## config.mk

```make
export PLATFORM = sky130hd
export DESIGN_NAME = md5_stream_hasher_core
export DESIGN_NICKNAME = d
export VERILOG_FILES = /design/src/hw/rtl/md5sh_pkg.sv /design/src/hw/rtl/md5sh_ram.sv /design/src/hw/rtl/md5sh_front.sv /design/src/hw/rtl/md5sh_back.sv /design/src/hw/rtl/md5_stream_hasher_core.sv
export VERILOG_INCLUDE_DIRS = /design/src /design/src/hw/rtl
export SDC_FILE = /design/constraint.sdc
export NUM_CORES = 2
export LEC_CHECK = 0
export BUFFER_PORTS_ARGS = -buffer_cell sky130_fd_sc_hd__clkbuf_2
export CELL_PAD_IN_SITES_DETAIL_PLACEMENT = 0
export CELL_PAD_IN_SITES_GLOBAL_PLACEMENT = 1
export CORE_MARGIN = 2
export CORE_UTILIZATION = 56
export DETAILED_ROUTE_END_ITERATION = 7
export MAX_ROUTING_LAYER = met4
export PLACE_DENSITY = 0.87
export REMOVE_ABC_BUFFERS = 1
export SYNTH_ARGS = -nofsm -noshare
export SYNTH_HDL_FRONTEND = slang
export SYNTH_HIERARCHICAL = 1
export SYNTH_SLANG_ARGS = --single-unit
```

## constraint.sdc

```tcl
create_clock -name i_clk -period 22.4 [get_ports i_clk]
set_input_delay 2.24 -clock i_clk [delete_from_list [all_inputs] [get_ports i_clk]]
set_output_delay 2.24 -clock i_clk [all_outputs]
set_load 0.01 [all_outputs]
```

## src/hw/rtl/assert_macros.svh

```systemverilog
// Assertion helpers shared by the RTL files.
// Each macro expects i_clk and i_rst_n in the enclosing module.
`ifndef ASSERT_MACROS_SVH
`define ASSERT_MACROS_SVH

// Same-cycle implication
`define MD5SH_ASSERT_IMP(lbl, ante, cons) \
    lbl: assert property (@(posedge i_clk) disable iff (!i_rst_n) (ante) |-> (cons)) \
        else $error("md5sh: same-cycle check failed");

// Next-cycle implication
`define MD5SH_ASSERT_NEXT(lbl, ante, cons) \
    lbl: assert property (@(posedge i_clk) disable iff (!i_rst_n) (ante) |=> (cons)) \
        else $error("md5sh: next-cycle check failed");

`endif

```

## src/hw/rtl/md5sh_pkg.sv

```systemverilog
package md5sh_pkg;

    // Default depth of the word queue between front and back
    localparam int QUEUE_DEPTH_DEF = 4;

    // MD5 chaining initial values
    localparam logic [31:0] INIT_A = 32'h67452301;
    localparam logic [31:0] INIT_B = 32'hefcdab89;
    localparam logic [31:0] INIT_C = 32'h98badcfe;
    localparam logic [31:0] INIT_D = 32'h10325476;

    localparam logic [7:0] PAD_MARK = 8'h80;
    localparam logic [5:0] LEN_POS  = 6'd56;
    localparam logic [5:0] LAST_POS = 6'd63;
    localparam logic [5:0] LAST_RND = 6'd63;
    localparam logic [2:0] LAST_LEN = 3'd7;

    // Queue entry: a message byte or a finish marker
    typedef struct packed {
        logic       fin;
        logic [7:0] data;
    } t_item;

    // Block buffer access: one write and one read port
    typedef struct packed {
        logic        we;
        logic [3:0]  waddr;
        logic [31:0] wdata;
        logic [3:0]  raddr;
    } t_ram_req;

    typedef enum logic [2:0] {
        S_IDLE,
        S_PAD,
        S_PRE,
        S_ROUND,
        S_FOLD,
        S_EMIT
    } t_bstate;

    typedef enum logic [1:0] {
        PH_MARK,
        PH_ZERO,
        PH_LEN,
        PH_DONE
    } t_pad_ph;

    localparam logic [31:0] SINE_K [64] = '{
        32'hd76aa478, 32'he8c7b756, 32'h242070db, 32'hc1bdceee,
        32'hf57c0faf, 32'h4787c62a, 32'ha8304613, 32'hfd469501,
        32'h698098d8, 32'h8b44f7af, 32'hffff5bb1, 32'h895cd7be,
        32'h6b901122, 32'hfd987193, 32'ha679438e, 32'h49b40821,
        32'hf61e2562, 32'hc040b340, 32'h265e5a51, 32'he9b6c7aa,
        32'hd62f105d, 32'h02441453, 32'hd8a1e681, 32'he7d3fbc8,
        32'h21e1cde6, 32'hc33707d6, 32'hf4d50d87, 32'h455a14ed,
        32'ha9e3e905, 32'hfcefa3f8, 32'h676f02d9, 32'h8d2a4c8a,
        32'hfffa3942, 32'h8771f681, 32'h6d9d6122, 32'hfde5380c,
        32'ha4beea44, 32'h4bdecfa9, 32'hf6bb4b60, 32'hbebfbc70,
        32'h289b7ec6, 32'heaa127fa, 32'hd4ef3085, 32'h04881d05,
        32'hd9d4d039, 32'he6db99e5, 32'h1fa27cf8, 32'hc4ac5665,
        32'hf4292244, 32'h432aff97, 32'hab9423a7, 32'hfc93a039,
        32'h655b59c3, 32'h8f0ccc92, 32'hffeff47d, 32'h85845dd1,
        32'h6fa87e4f, 32'hfe2ce6e0, 32'ha3014314, 32'h4e0811a1,
        32'hf7537e82, 32'hbd3af235, 32'h2ad7d2bb, 32'heb86d391
    };

    // Rotate amounts, indexed by {phase, round[1:0]}
    localparam logic [4:0] ROT_S [16] = '{
        5'd7, 5'd12, 5'd17, 5'd22, 5'd5, 5'd9,  5'd14, 5'd20,
        5'd4, 5'd11, 5'd16, 5'd23, 5'd6, 5'd10, 5'd15, 5'd21
    };

    // Message word used in round r
    function automatic logic [3:0] msg_index(input logic [5:0] r);
        logic [3:0] x;
        logic [3:0] g;
        x = r[3:0];
        unique case (r[5:4])
            2'd0: g = x;
            2'd1: g = (x << 2) + x + 4'd1;
            2'd2: g = (x << 1) + x + 4'd5;
            2'd3: g = (x << 3) - x;
        endcase
        return g;
    endfunction

    // Round boolean function
    function automatic logic [31:0] round_f(input logic [1:0] ph, input logic [31:0] b,
                                            input logic [31:0] c, input logic [31:0] d);
        logic [31:0] f;
        unique case (ph)
            2'd0: f = (b & c) | (~b & d);
            2'd1: f = (d & b) | (~d & c);
            2'd2: f = b ^ c ^ d;
            2'd3: f = c ^ (b | ~d);
        endcase
        return f;
    endfunction

    function automatic logic [31:0] rotl32(input logic [31:0] v, input logic [4:0] s);
        logic [63:0] t;
        t = {v, v} << s;
        return t[63:32];
    endfunction

endpackage

```

## src/hw/rtl/md5sh_ram.sv

```systemverilog
module md5sh_ram #(
    parameter int WIDTH = 32,
    parameter int DEPTH = 16
) (
    input  logic                     i_clk,
    input  logic                     i_we,
    input  logic [$clog2(DEPTH)-1:0] i_waddr,
    input  logic [WIDTH-1:0]         i_wdata,
    input  logic [$clog2(DEPTH)-1:0] i_raddr,
    output logic [WIDTH-1:0]         o_rdata
);

    logic [WIDTH-1:0] r_mem [DEPTH];
    logic [WIDTH-1:0] r_rdata;

    always_ff @(posedge i_clk) begin
        if (i_we) begin
            r_mem[i_waddr] <= i_wdata;
        end
        r_rdata <= r_mem[i_raddr];
    end

    assign o_rdata = r_rdata;

endmodule

```

## src/hw/rtl/md5sh_front.sv

```systemverilog
`include "assert_macros.svh"

module md5sh_front import md5sh_pkg::*; #(
    parameter int DEPTH = QUEUE_DEPTH_DEF
) (
    input  logic       i_clk,
    input  logic       i_rst_n,
    input  logic       i_s_axis_tvalid,
    output logic       o_s_axis_tready,
    input  logic [7:0] i_s_axis_tdata,   // [7:0] data_byte
    input  logic [0:0] i_s_axis_tuser,   // [0] op
    output logic       o_item_valid,
    input  logic       i_item_ready,
    output t_item      o_item
);

    localparam int PTR_W = (DEPTH > 1) ? $clog2(DEPTH) : 1;
    localparam int CNT_W = $clog2(DEPTH + 1);
    localparam logic [PTR_W-1:0] PTR_LAST = PTR_W'(DEPTH - 1);
    localparam logic [CNT_W-1:0] CNT_FULL = CNT_W'(DEPTH);

    t_item            r_q [DEPTH];
    logic [PTR_W-1:0] r_wr, r_rd;
    logic [CNT_W-1:0] r_count;
    logic             push, pop;
    t_item            in_item;

    // Classify the incoming word
    always_comb begin
        in_item.fin  = i_s_axis_tuser[0];
        in_item.data = i_s_axis_tdata;
    end

    assign o_s_axis_tready = (r_count != CNT_FULL);
    assign o_item_valid    = (r_count != '0);
    assign o_item          = r_q[r_rd];
    assign push            = i_s_axis_tvalid && o_s_axis_tready;
    assign pop             = o_item_valid && i_item_ready;

    // Queue storage
    always_ff @(posedge i_clk) begin
        if (push) begin
            r_q[r_wr] <= in_item;
        end
    end

    // Queue pointers
    always_ff @(posedge i_clk) begin
        if (!i_rst_n) begin
            r_wr    <= '0;
            r_rd    <= '0;
            r_count <= '0;
        end else begin
            if (push) begin
                r_wr <= (r_wr == PTR_LAST) ? '0 : r_wr + PTR_W'(1);
            end
            if (pop) begin
                r_rd <= (r_rd == PTR_LAST) ? '0 : r_rd + PTR_W'(1);
            end
            if (push && !pop) begin
                r_count <= r_count + CNT_W'(1);
            end else if (pop && !push) begin
                r_count <= r_count - CNT_W'(1);
            end
        end
    end

    `MD5SH_ASSERT_NEXT(a_full_holds, (r_count == CNT_FULL) && !pop, r_count == CNT_FULL)

endmodule

```

## src/hw/rtl/md5sh_back.sv

```systemverilog
`include "assert_macros.svh"

module md5sh_back import md5sh_pkg::*; (
    input  logic         i_clk,
    input  logic         i_rst_n,
    input  logic         i_item_valid,
    output logic         o_item_ready,
    input  t_item        i_item,
    output t_ram_req     o_ram,
    input  logic [31:0]  i_ram_rdata,
    output logic         o_dig_valid,
    input  logic         i_dig_ready,
    output logic [127:0] o_digest
);

    t_bstate     r_state, n_state;
    t_pad_ph     r_ph, n_ph;
    logic [5:0]  r_fill, n_fill;
    logic [23:0] r_word, n_word;
    logic [60:0] r_cnt, n_cnt;
    logic [63:0] r_len, n_len;
    logic [2:0]  r_lcnt, n_lcnt;
    logic        r_fin, n_fin;
    logic [5:0]  r_round, n_round;
    logic [31:0] r_a, r_b, r_c, r_d;
    logic [31:0] n_a, n_b, n_c, n_d;
    logic [31:0] r_ha, r_hb, r_hc, r_hd;
    logic [31:0] n_ha, n_hb, n_hc, n_hd;

    logic        absorb;
    logic [7:0]  abs_byte;
    logic [31:0] rnd_sum, rnd_t;
    logic [5:0]  rnd_next;

    // One MD5 round
    assign rnd_next = r_round + 6'd1;
    assign rnd_sum  = r_a + round_f(r_round[5:4], r_b, r_c, r_d) + SINE_K[r_round] + i_ram_rdata;
    assign rnd_t    = r_b + rotl32(rnd_sum, ROT_S[{r_round[5:4], r_round[1:0]}]);

    // Next state
    always_comb begin
        n_state = r_state;
        unique case (r_state)
            S_IDLE: begin
                if (i_item_valid) begin
                    if (i_item.fin) begin
                        n_state = S_PAD;
                    end else if (r_fill == LAST_POS) begin
                        n_state = S_PRE;
                    end
                end
            end
            S_PAD: begin
                if (absorb && r_fill == LAST_POS) begin
                    n_state = S_PRE;
                end
            end
            S_PRE:   n_state = S_ROUND;
            S_ROUND: begin
                if (r_round == LAST_RND) begin
                    n_state = S_FOLD;
                end
            end
            S_FOLD: begin
                if (!r_fin) begin
                    n_state = S_IDLE;
                end else if (r_ph == PH_DONE) begin
                    n_state = S_EMIT;
                end else begin
                    n_state = S_PAD;
                end
            end
            S_EMIT: begin
                if (i_dig_ready) begin
                    n_state = S_IDLE;
                end
            end
            default: n_state = S_IDLE;
        endcase
    end

    // Byte source, handshakes and buffer port
    always_comb begin
        absorb       = 1'b0;
        abs_byte     = i_item.data;
        o_item_ready = 1'b0;
        o_dig_valid  = 1'b0;
        o_ram.raddr  = msg_index(rnd_next);
        unique case (r_state)
            S_IDLE: begin
                o_item_ready = 1'b1;
                absorb       = i_item_valid && !i_item.fin;
            end
            S_PAD: begin
                unique case (r_ph)
                    PH_MARK: begin
                        absorb   = 1'b1;
                        abs_byte = PAD_MARK;
                    end
                    PH_ZERO: begin
                        absorb   = (r_fill != LEN_POS);
                        abs_byte = 8'h00;
                    end
                    PH_LEN: begin
                        absorb   = 1'b1;
                        abs_byte = r_len[7:0];
                    end
                    PH_DONE: absorb = 1'b0;
                endcase
            end
            S_PRE:   o_ram.raddr = msg_index(6'd0);
            S_EMIT:  o_dig_valid = 1'b1;
            default: absorb = 1'b0;
        endcase
        o_ram.we    = absorb && (r_fill[1:0] == 2'd3);
        o_ram.waddr = r_fill[5:2];
        o_ram.wdata = {abs_byte, r_word};
    end

    // Datapath next values
    always_comb begin
        n_ph    = r_ph;
        n_fill  = r_fill;
        n_word  = r_word;
        n_cnt   = r_cnt;
        n_len   = r_len;
        n_lcnt  = r_lcnt;
        n_fin   = r_fin;
        n_round = r_round;
        {n_a, n_b, n_c, n_d}     = {r_a, r_b, r_c, r_d};
        {n_ha, n_hb, n_hc, n_hd} = {r_ha, r_hb, r_hc, r_hd};

        // gather bytes into the pending word
        if (absorb) begin
            n_fill = r_fill + 6'd1;
            unique case (r_fill[1:0])
                2'd0: n_word[7:0]   = abs_byte;
                2'd1: n_word[15:8]  = abs_byte;
                2'd2: n_word[23:16] = abs_byte;
                2'd3: n_word        = r_word;
            endcase
        end

        unique case (r_state)
            S_IDLE: begin
                if (i_item_valid) begin
                    if (i_item.fin) begin
                        n_fin  = 1'b1;
                        n_ph   = PH_MARK;
                        n_lcnt = 3'd0;
                        n_len  = {r_cnt, 3'b000};
                    end else begin
                        n_cnt = r_cnt + 61'd1;
                    end
                end
            end
            S_PAD: begin
                unique case (r_ph)
                    PH_MARK: n_ph = PH_ZERO;
                    PH_ZERO: begin
                        if (r_fill == LEN_POS) begin
                            n_ph = PH_LEN;
                        end
                    end
                    PH_LEN: begin
                        n_len  = {8'h00, r_len[63:8]};
                        n_lcnt = r_lcnt + 3'd1;
                        if (r_lcnt == LAST_LEN) begin
                            n_ph = PH_DONE;
                        end
                    end
                    PH_DONE: n_ph = r_ph;
                endcase
            end
            S_PRE: begin
                n_round = 6'd0;
                {n_a, n_b, n_c, n_d} = {r_ha, r_hb, r_hc, r_hd};
            end
            S_ROUND: begin
                n_round = rnd_next;
                n_a     = r_d;
                n_b     = rnd_t;
                n_c     = r_b;
                n_d     = r_c;
            end
            S_FOLD: begin
                n_ha = r_ha + r_a;
                n_hb = r_hb + r_b;
                n_hc = r_hc + r_c;
                n_hd = r_hd + r_d;
            end
            S_EMIT: begin
                // digest handed over: start a fresh message
                if (i_dig_ready) begin
                    n_fin = 1'b0;
                    n_cnt = '0;
                    n_ha  = INIT_A;
                    n_hb  = INIT_B;
                    n_hc  = INIT_C;
                    n_hd  = INIT_D;
                end
            end
            default: n_fin = r_fin;
        endcase
    end

    // Control and chaining registers
    always_ff @(posedge i_clk) begin
        if (!i_rst_n) begin
            r_state <= S_IDLE;
            r_ph    <= PH_MARK;
            r_fill  <= '0;
            r_cnt   <= '0;
            r_lcnt  <= '0;
            r_fin   <= 1'b0;
            r_round <= '0;
            r_ha    <= INIT_A;
            r_hb    <= INIT_B;
            r_hc    <= INIT_C;
            r_hd    <= INIT_D;
        end else begin
            r_state <= n_state;
            r_ph    <= n_ph;
            r_fill  <= n_fill;
            r_cnt   <= n_cnt;
            r_lcnt  <= n_lcnt;
            r_fin   <= n_fin;
            r_round <= n_round;
            r_ha    <= n_ha;
            r_hb    <= n_hb;
            r_hc    <= n_hc;
            r_hd    <= n_hd;
        end
    end

    // Working registers
    always_ff @(posedge i_clk) begin
        r_word <= n_word;
        r_len  <= n_len;
        r_a    <= n_a;
        r_b    <= n_b;
        r_c    <= n_c;
        r_d    <= n_d;
    end

    assign o_digest = {r_hd, r_hc, r_hb, r_ha};

    `MD5SH_ASSERT_IMP(a_pre_block_full, r_state == S_PRE, r_fill == '0)
    `MD5SH_ASSERT_IMP(a_emit_padded, r_state == S_EMIT, r_ph == PH_DONE && r_fill == '0)
    `MD5SH_ASSERT_NEXT(a_round_run, r_state == S_ROUND && r_round != LAST_RND, r_state == S_ROUND)

endmodule

```

## src/hw/rtl/md5_stream_hasher_core.sv

```systemverilog
// MD5 hasher over a byte stream.
// Input channel (s_axis): tuser[0] is the op, tdata[7:0] the message byte.
// op 0 appends the byte to the message; op 1 closes the message, pads it
// (0x80, zeros to byte 56, 64-bit bit length) and produces one digest.
// Output channel (m_axis): tdata carries the digest as four 32-bit words,
// bytes little-endian in each word, word a in the lowest bits.
// Throughput: bytes enter one per cycle while a block fills. Each full
// 64-byte block then occupies the compression engine for a prefetch step,
// 64 rounds at one round per cycle and a fold step; the single round adder
// chain and the one-read-port block buffer set this round rate.
// Bytes keep entering the input queue during compression until it fills.
// After a finish is taken, padding adds one byte per cycle (the 0x80 mark,
// zeros, a switch step, then the length bytes), with one or two compressions,
// before the digest is loaded into the output register.
// Reset (synchronous, active low) empties the queue and loads the MD5
// initial chaining values; no clearing pass is needed. After each digest
// the byte count and chaining values return to their reset values for the next message.
// If the receiver stalls, the digest is held in the output register and
// the engine waits; the input queue keeps accepting until it is full.
module md5_stream_hasher_core import md5sh_pkg::*; #(
    parameter int QUEUE_DEPTH = QUEUE_DEPTH_DEF
) (
    input  logic         i_clk,
    input  logic         i_rst_n,
    input  logic         i_s_axis_tvalid,
    output logic         o_s_axis_tready,
    input  logic [7:0]   i_s_axis_tdata,   // [7:0] data_byte
    input  logic [0:0]   i_s_axis_tuser,   // [0] op
    output logic         o_m_axis_tvalid,
    input  logic         i_m_axis_tready,
    output logic [127:0] o_m_axis_tdata    // [31:0] word_a, [63:32] word_b,
                                           // [95:64] word_c, [127:96] word_d
);

    t_item          item;
    logic           item_valid, item_ready;
    t_ram_req       ram_req;
    logic [31:0]    ram_rdata;
    logic           dig_valid, dig_ready;
    logic [127:0]   digest;
    logic           r_out_valid;
    logic [127:0]   r_out_data;

    md5sh_front #(
        .DEPTH (QUEUE_DEPTH)
    ) u_front (
        .i_clk           (i_clk),
        .i_rst_n         (i_rst_n),
        .i_s_axis_tvalid (i_s_axis_tvalid),
        .o_s_axis_tready (o_s_axis_tready),
        .i_s_axis_tdata  (i_s_axis_tdata),
        .i_s_axis_tuser  (i_s_axis_tuser),
        .o_item_valid    (item_valid),
        .i_item_ready    (item_ready),
        .o_item          (item)
    );

    // Block buffer: sixteen little-endian message words
    md5sh_ram #(
        .WIDTH (32),
        .DEPTH (16)
    ) u_block_ram (
        .i_clk   (i_clk),
        .i_we    (ram_req.we),
        .i_waddr (ram_req.waddr),
        .i_wdata (ram_req.wdata),
        .i_raddr (ram_req.raddr),
        .o_rdata (ram_rdata)
    );

    md5sh_back u_back (
        .i_clk        (i_clk),
        .i_rst_n      (i_rst_n),
        .i_item_valid (item_valid),
        .o_item_ready (item_ready),
        .i_item       (item),
        .o_ram        (ram_req),
        .i_ram_rdata  (ram_rdata),
        .o_dig_valid  (dig_valid),
        .i_dig_ready  (dig_ready),
        .o_digest     (digest)
    );

    // Output register
    assign dig_ready = !r_out_valid || i_m_axis_tready;

    always_ff @(posedge i_clk) begin
        if (!i_rst_n) begin
            r_out_valid <= 1'b0;
        end else if (dig_valid && dig_ready) begin
            r_out_valid <= 1'b1;
        end else if (i_m_axis_tready) begin
            r_out_valid <= 1'b0;
        end
    end

    always_ff @(posedge i_clk) begin
        if (dig_valid && dig_ready) begin
            r_out_data <= digest;
        end
    end

    assign o_m_axis_tvalid = r_out_valid;
    assign o_m_axis_tdata  = r_out_data;

endmodule
```

==> results.md <==
- Crit Path Class: reg2reg
- Internal reg-to-reg setup slack: approximately 11 ns
- Initial Util: 0.565
- Worst EP arrival: between 10 and 15 ns
- Post-route antenna net violation count: 0
- Layout cell share with drive strength beyond 1: 0.136
- TritonCTS Buffers: ~120
- Die Ht: 333 um
- Clk sinks: around 1100
- Rel. slew slack: 0.132
- Layout Skew: approximately 0.036 ns
- Min-Delay Startpoint: u_back/r_lcnt[1]
- Req. time, crit path: between 20 and 25 ns
- Maximum clock frequency: approximately 87 MHz
- Final setup violation count: 0
- Cell Rows: 120
- Warnings from Yosys: 6
- Core Box Area: 107000 sq um
- GRT Overall Usage: 0.323
- Ports: 143
- HPWL after DPL: around 120000 um
- Most frequent cell on the critical path: a21oi_1
- Cell Area, Placed: between 60000 and 70000 sq um
- Peak supply drop: between 0.00009 and 0.0001 V
- Library cells used by synthesis: between 100 and 150
- DR WL/cell: ~26 um
- Deepest clock path buffer count: 3
- Yosys reg bits: ~1100
- Initial drt markers: ~4300
- Die width: around 330 um
- H-tree Lvls: 3
- Final WL: approximately 180000 um
- Reg-to-Reg End: u_back/r_b[30]
- Pleak: approximately 24 nW
- Crit-path max FO: 37
- Post-synth top area cell: edfxtp_1
- Fill cell count: roughly 8400
- Vias in the first global route: approximately 42000
- Total grt overflow: 0
- Final Util: 0.622
- Asr flop ratio synth: 0
- Main area contributors after synthesis: edfxtp_1, dfxtp_1, mux4_2, ha_1, nand2_1
- Largest net degree at the start of global routing: ~110
- Worst path slowest cell: ha_1
- Max-cap violations: 0
- Number of synthesized flops with an enable pin: 892
- RSZ-0062 raised after global routing: false
- Hold path endpoint: u_back/r_lcnt[1]
- Startpoint Class: flop
- Worst Hold Class: reg2reg
- Worst slack at placement: about 11 ns
- Primary FF master, synth: edfxtp_1
- Hold WS: around 0.47 ns
- Final setup margin: 10.94 ns
- Area Growth Syn to Fin: 10.1%
- Initial antenna violation count: 5
- Clk Latency, worst-skew pair: around 0.74 ns
- Post-Layout Cell Count: between 6000 and 7000
- Cts hold-fix bufs: 0
- CP Capture Type: flop
- First-pass GRT wire length: between 200000 and 300000 um
- Slew Viols, Final: 0
- Worst-Margin Slew: 1.30 ns
- Final Power: 8.21 mW
- Min Clock Period, post-route: 11.46 ns
- Port Buffers: between 100 and 150
- Post-synthesis sequential area ratio: 0.526
- Post-cts sizing count: 0
- Average cell area after synthesis: about 11 sq um
- Postcts setup bufs: 0
- Pre-Repair DR Iteration Count: 8
- Hold Path Stages: 2
- CP startpoint: u_back/r_round[0]
- CTS tree: yes
- Final Instance Area: ~67000 sq um
- Root Buffer: clkbuf_16
- Power per Cell Area: 123 nW/um^2
- Worst r2r src: u_back/r_round[0]
- Dpl cells: 6623
- Clock transition at path regs: about 0.060 ns
- Post-synthesis cell count: approximately 5300
- Vias: between 40000 and 50000
- GP Congestion: ~0.98
- Vias/cell: about 6.4
- Mapped Area: between 60000 and 70000 sq um
- # nets final: 5651
- Largest stage delay, worst path: roughly 0.87 ns
- Die area: around 110000 sq um
- Fin. Hold Viols: 0
- Worst r2r path cells: 40
- Sum Neg Setup Slack: 0 ns
- # DRC: 0
- Status: finished, final reports clean
- Period utilization: 0.512
- Share of the synthesized area in the top cell type: 0.442
flip-flops by register name, indices dropped and copies added (netlist names), 36 cells and up, named ones only:
signal             cells
u_front/r_q           36
u_block_ram/r_mem    512
u_back/r_len          64
o_m_axis_tdata       128
u_back/r_cnt          61
layout make-up:
type                    count  area [sq um]  share of cell area
inverters                 235           887              0.0133
multi-input cells        3623         26900               0.403
repair buffers            218          1300              0.0194
diodes                      2          5.00           0.0000751
clock inverters            49           796              0.0119
flip-flops and latches   1144         31800               0.478
clock buffers             167          3210              0.0481
well taps                1403          1760              0.0263
power breakdown:
part / internal (mW) / leakage, nW / switching, mW
logic: 1.35 / 12.5 / 2.12
registers: 2.56 / 10.1 / 0.142
clock network: 1.20 / 1.92 / 0.839
total: 5.11 / 24.5 / 3.10
critical path: cells and delay by family (launching register included):
kind | cells | cell delay [ns]
buffers and inverters | 7 | 1.54
xor gates and xnor gates | 2 | 0.37
DFF | 1 | 0.32
and+or+nand+nor | 3 | 0.77
adders and majority gates | 6 | 2.72
AOI/OAI and AO/OA | 18 | 4.29
muxes | 4 | 1.11
cell families (layout without fill, tap and decap cells):
family / count (synthesis) / in the layout / share of synthesized area
xor gates and xnor gates: 258 / 258 / 0.0383
AOI/OAI and AO/OA: 1283 / 1283 / 0.134
muxes: 331 / 331 / 0.0870
DFF: 1144 / 1144 / 0.526
buffers and inverters: 511 / 669 / 0.0344
adders and majority gates: 301 / 301 / 0.0706
other: 0 / 2 / 0
and+or+nand+nor: 1450 / 1450 / 0.111
Yosys cell counts (all sizes together), types with 43 or more instances:
master  instances
mux4          145
inv           235
nand2b         47
and3           43
o21ai         311
nor2          289
xor2           97
mux2          109
fa             68
clkbuf        199
a21oi         366
o22ai          79
nand2         589
buf            77
nor3          163
nand3          88
edfxtp        892
dfxtp         252
mux2i          77
xnor2         159
a22oi         113
nor2b          80
a31oi          43
ha            233
a21o           81
and2           45
metal layers:
layer	track usage	wire length, um	share of wire
met1	0.405	69800	0.39
met3	0.0475	12900	0.073
met4	0.141	8430	0.048
met2	0.524	85600	0.48
met5	-	0	0
cells in the final DEF, fill, tap and decap left out, types with 18 or more instances in the layout:
master,instances
edfxtp_1,892
ha_1,233
nor2_1,273
nor2b_1,78
mux2_2,109
a211oi_1,37
inv_1,230
a21o_1,80
clkbuf_2,141
clkbuf_16,117
o22ai_1,77
o211ai_1,24
bufinv_16,18
clkbuf_1,41
a21oi_1,362
mux4_2,143
buf_4,76
nand3_1,87
o21bai_1,29
fa_1,68
or3_1,27
nor3_1,156
dfxtp_1,248
xor2_1,95
mux2i_1,76
nand2_1,586
a22oi_1,113
a221oi_1,38
a31oi_1,43
o21a_1,36
xnor2_1,156
and2_1,41
and3_1,37
o21ai_0,295
nand4_1,28
nand2b_1,46
worst max path at each step:
| stage | slack (ns) | cells past startpoint | end |
|---|---|---|---|
| after floorplan | 5.57 | 9 | u_block_ram/o_rdata[0] |
| after global placement | 11.37 | 40 | u_back/r_b[30] |
| after detailed placement | 11.23 | 40 | u_back/r_b[30] |
| after CTS | 11.17 | 40 | u_back/r_b[30] |
| after global routing | 10.44 | 37 | u_back/r_b[30] |
| final | 10.94 | 40 | u_back/r_b[30] |
Note: power is estimated with default switching activity, not from simulation.
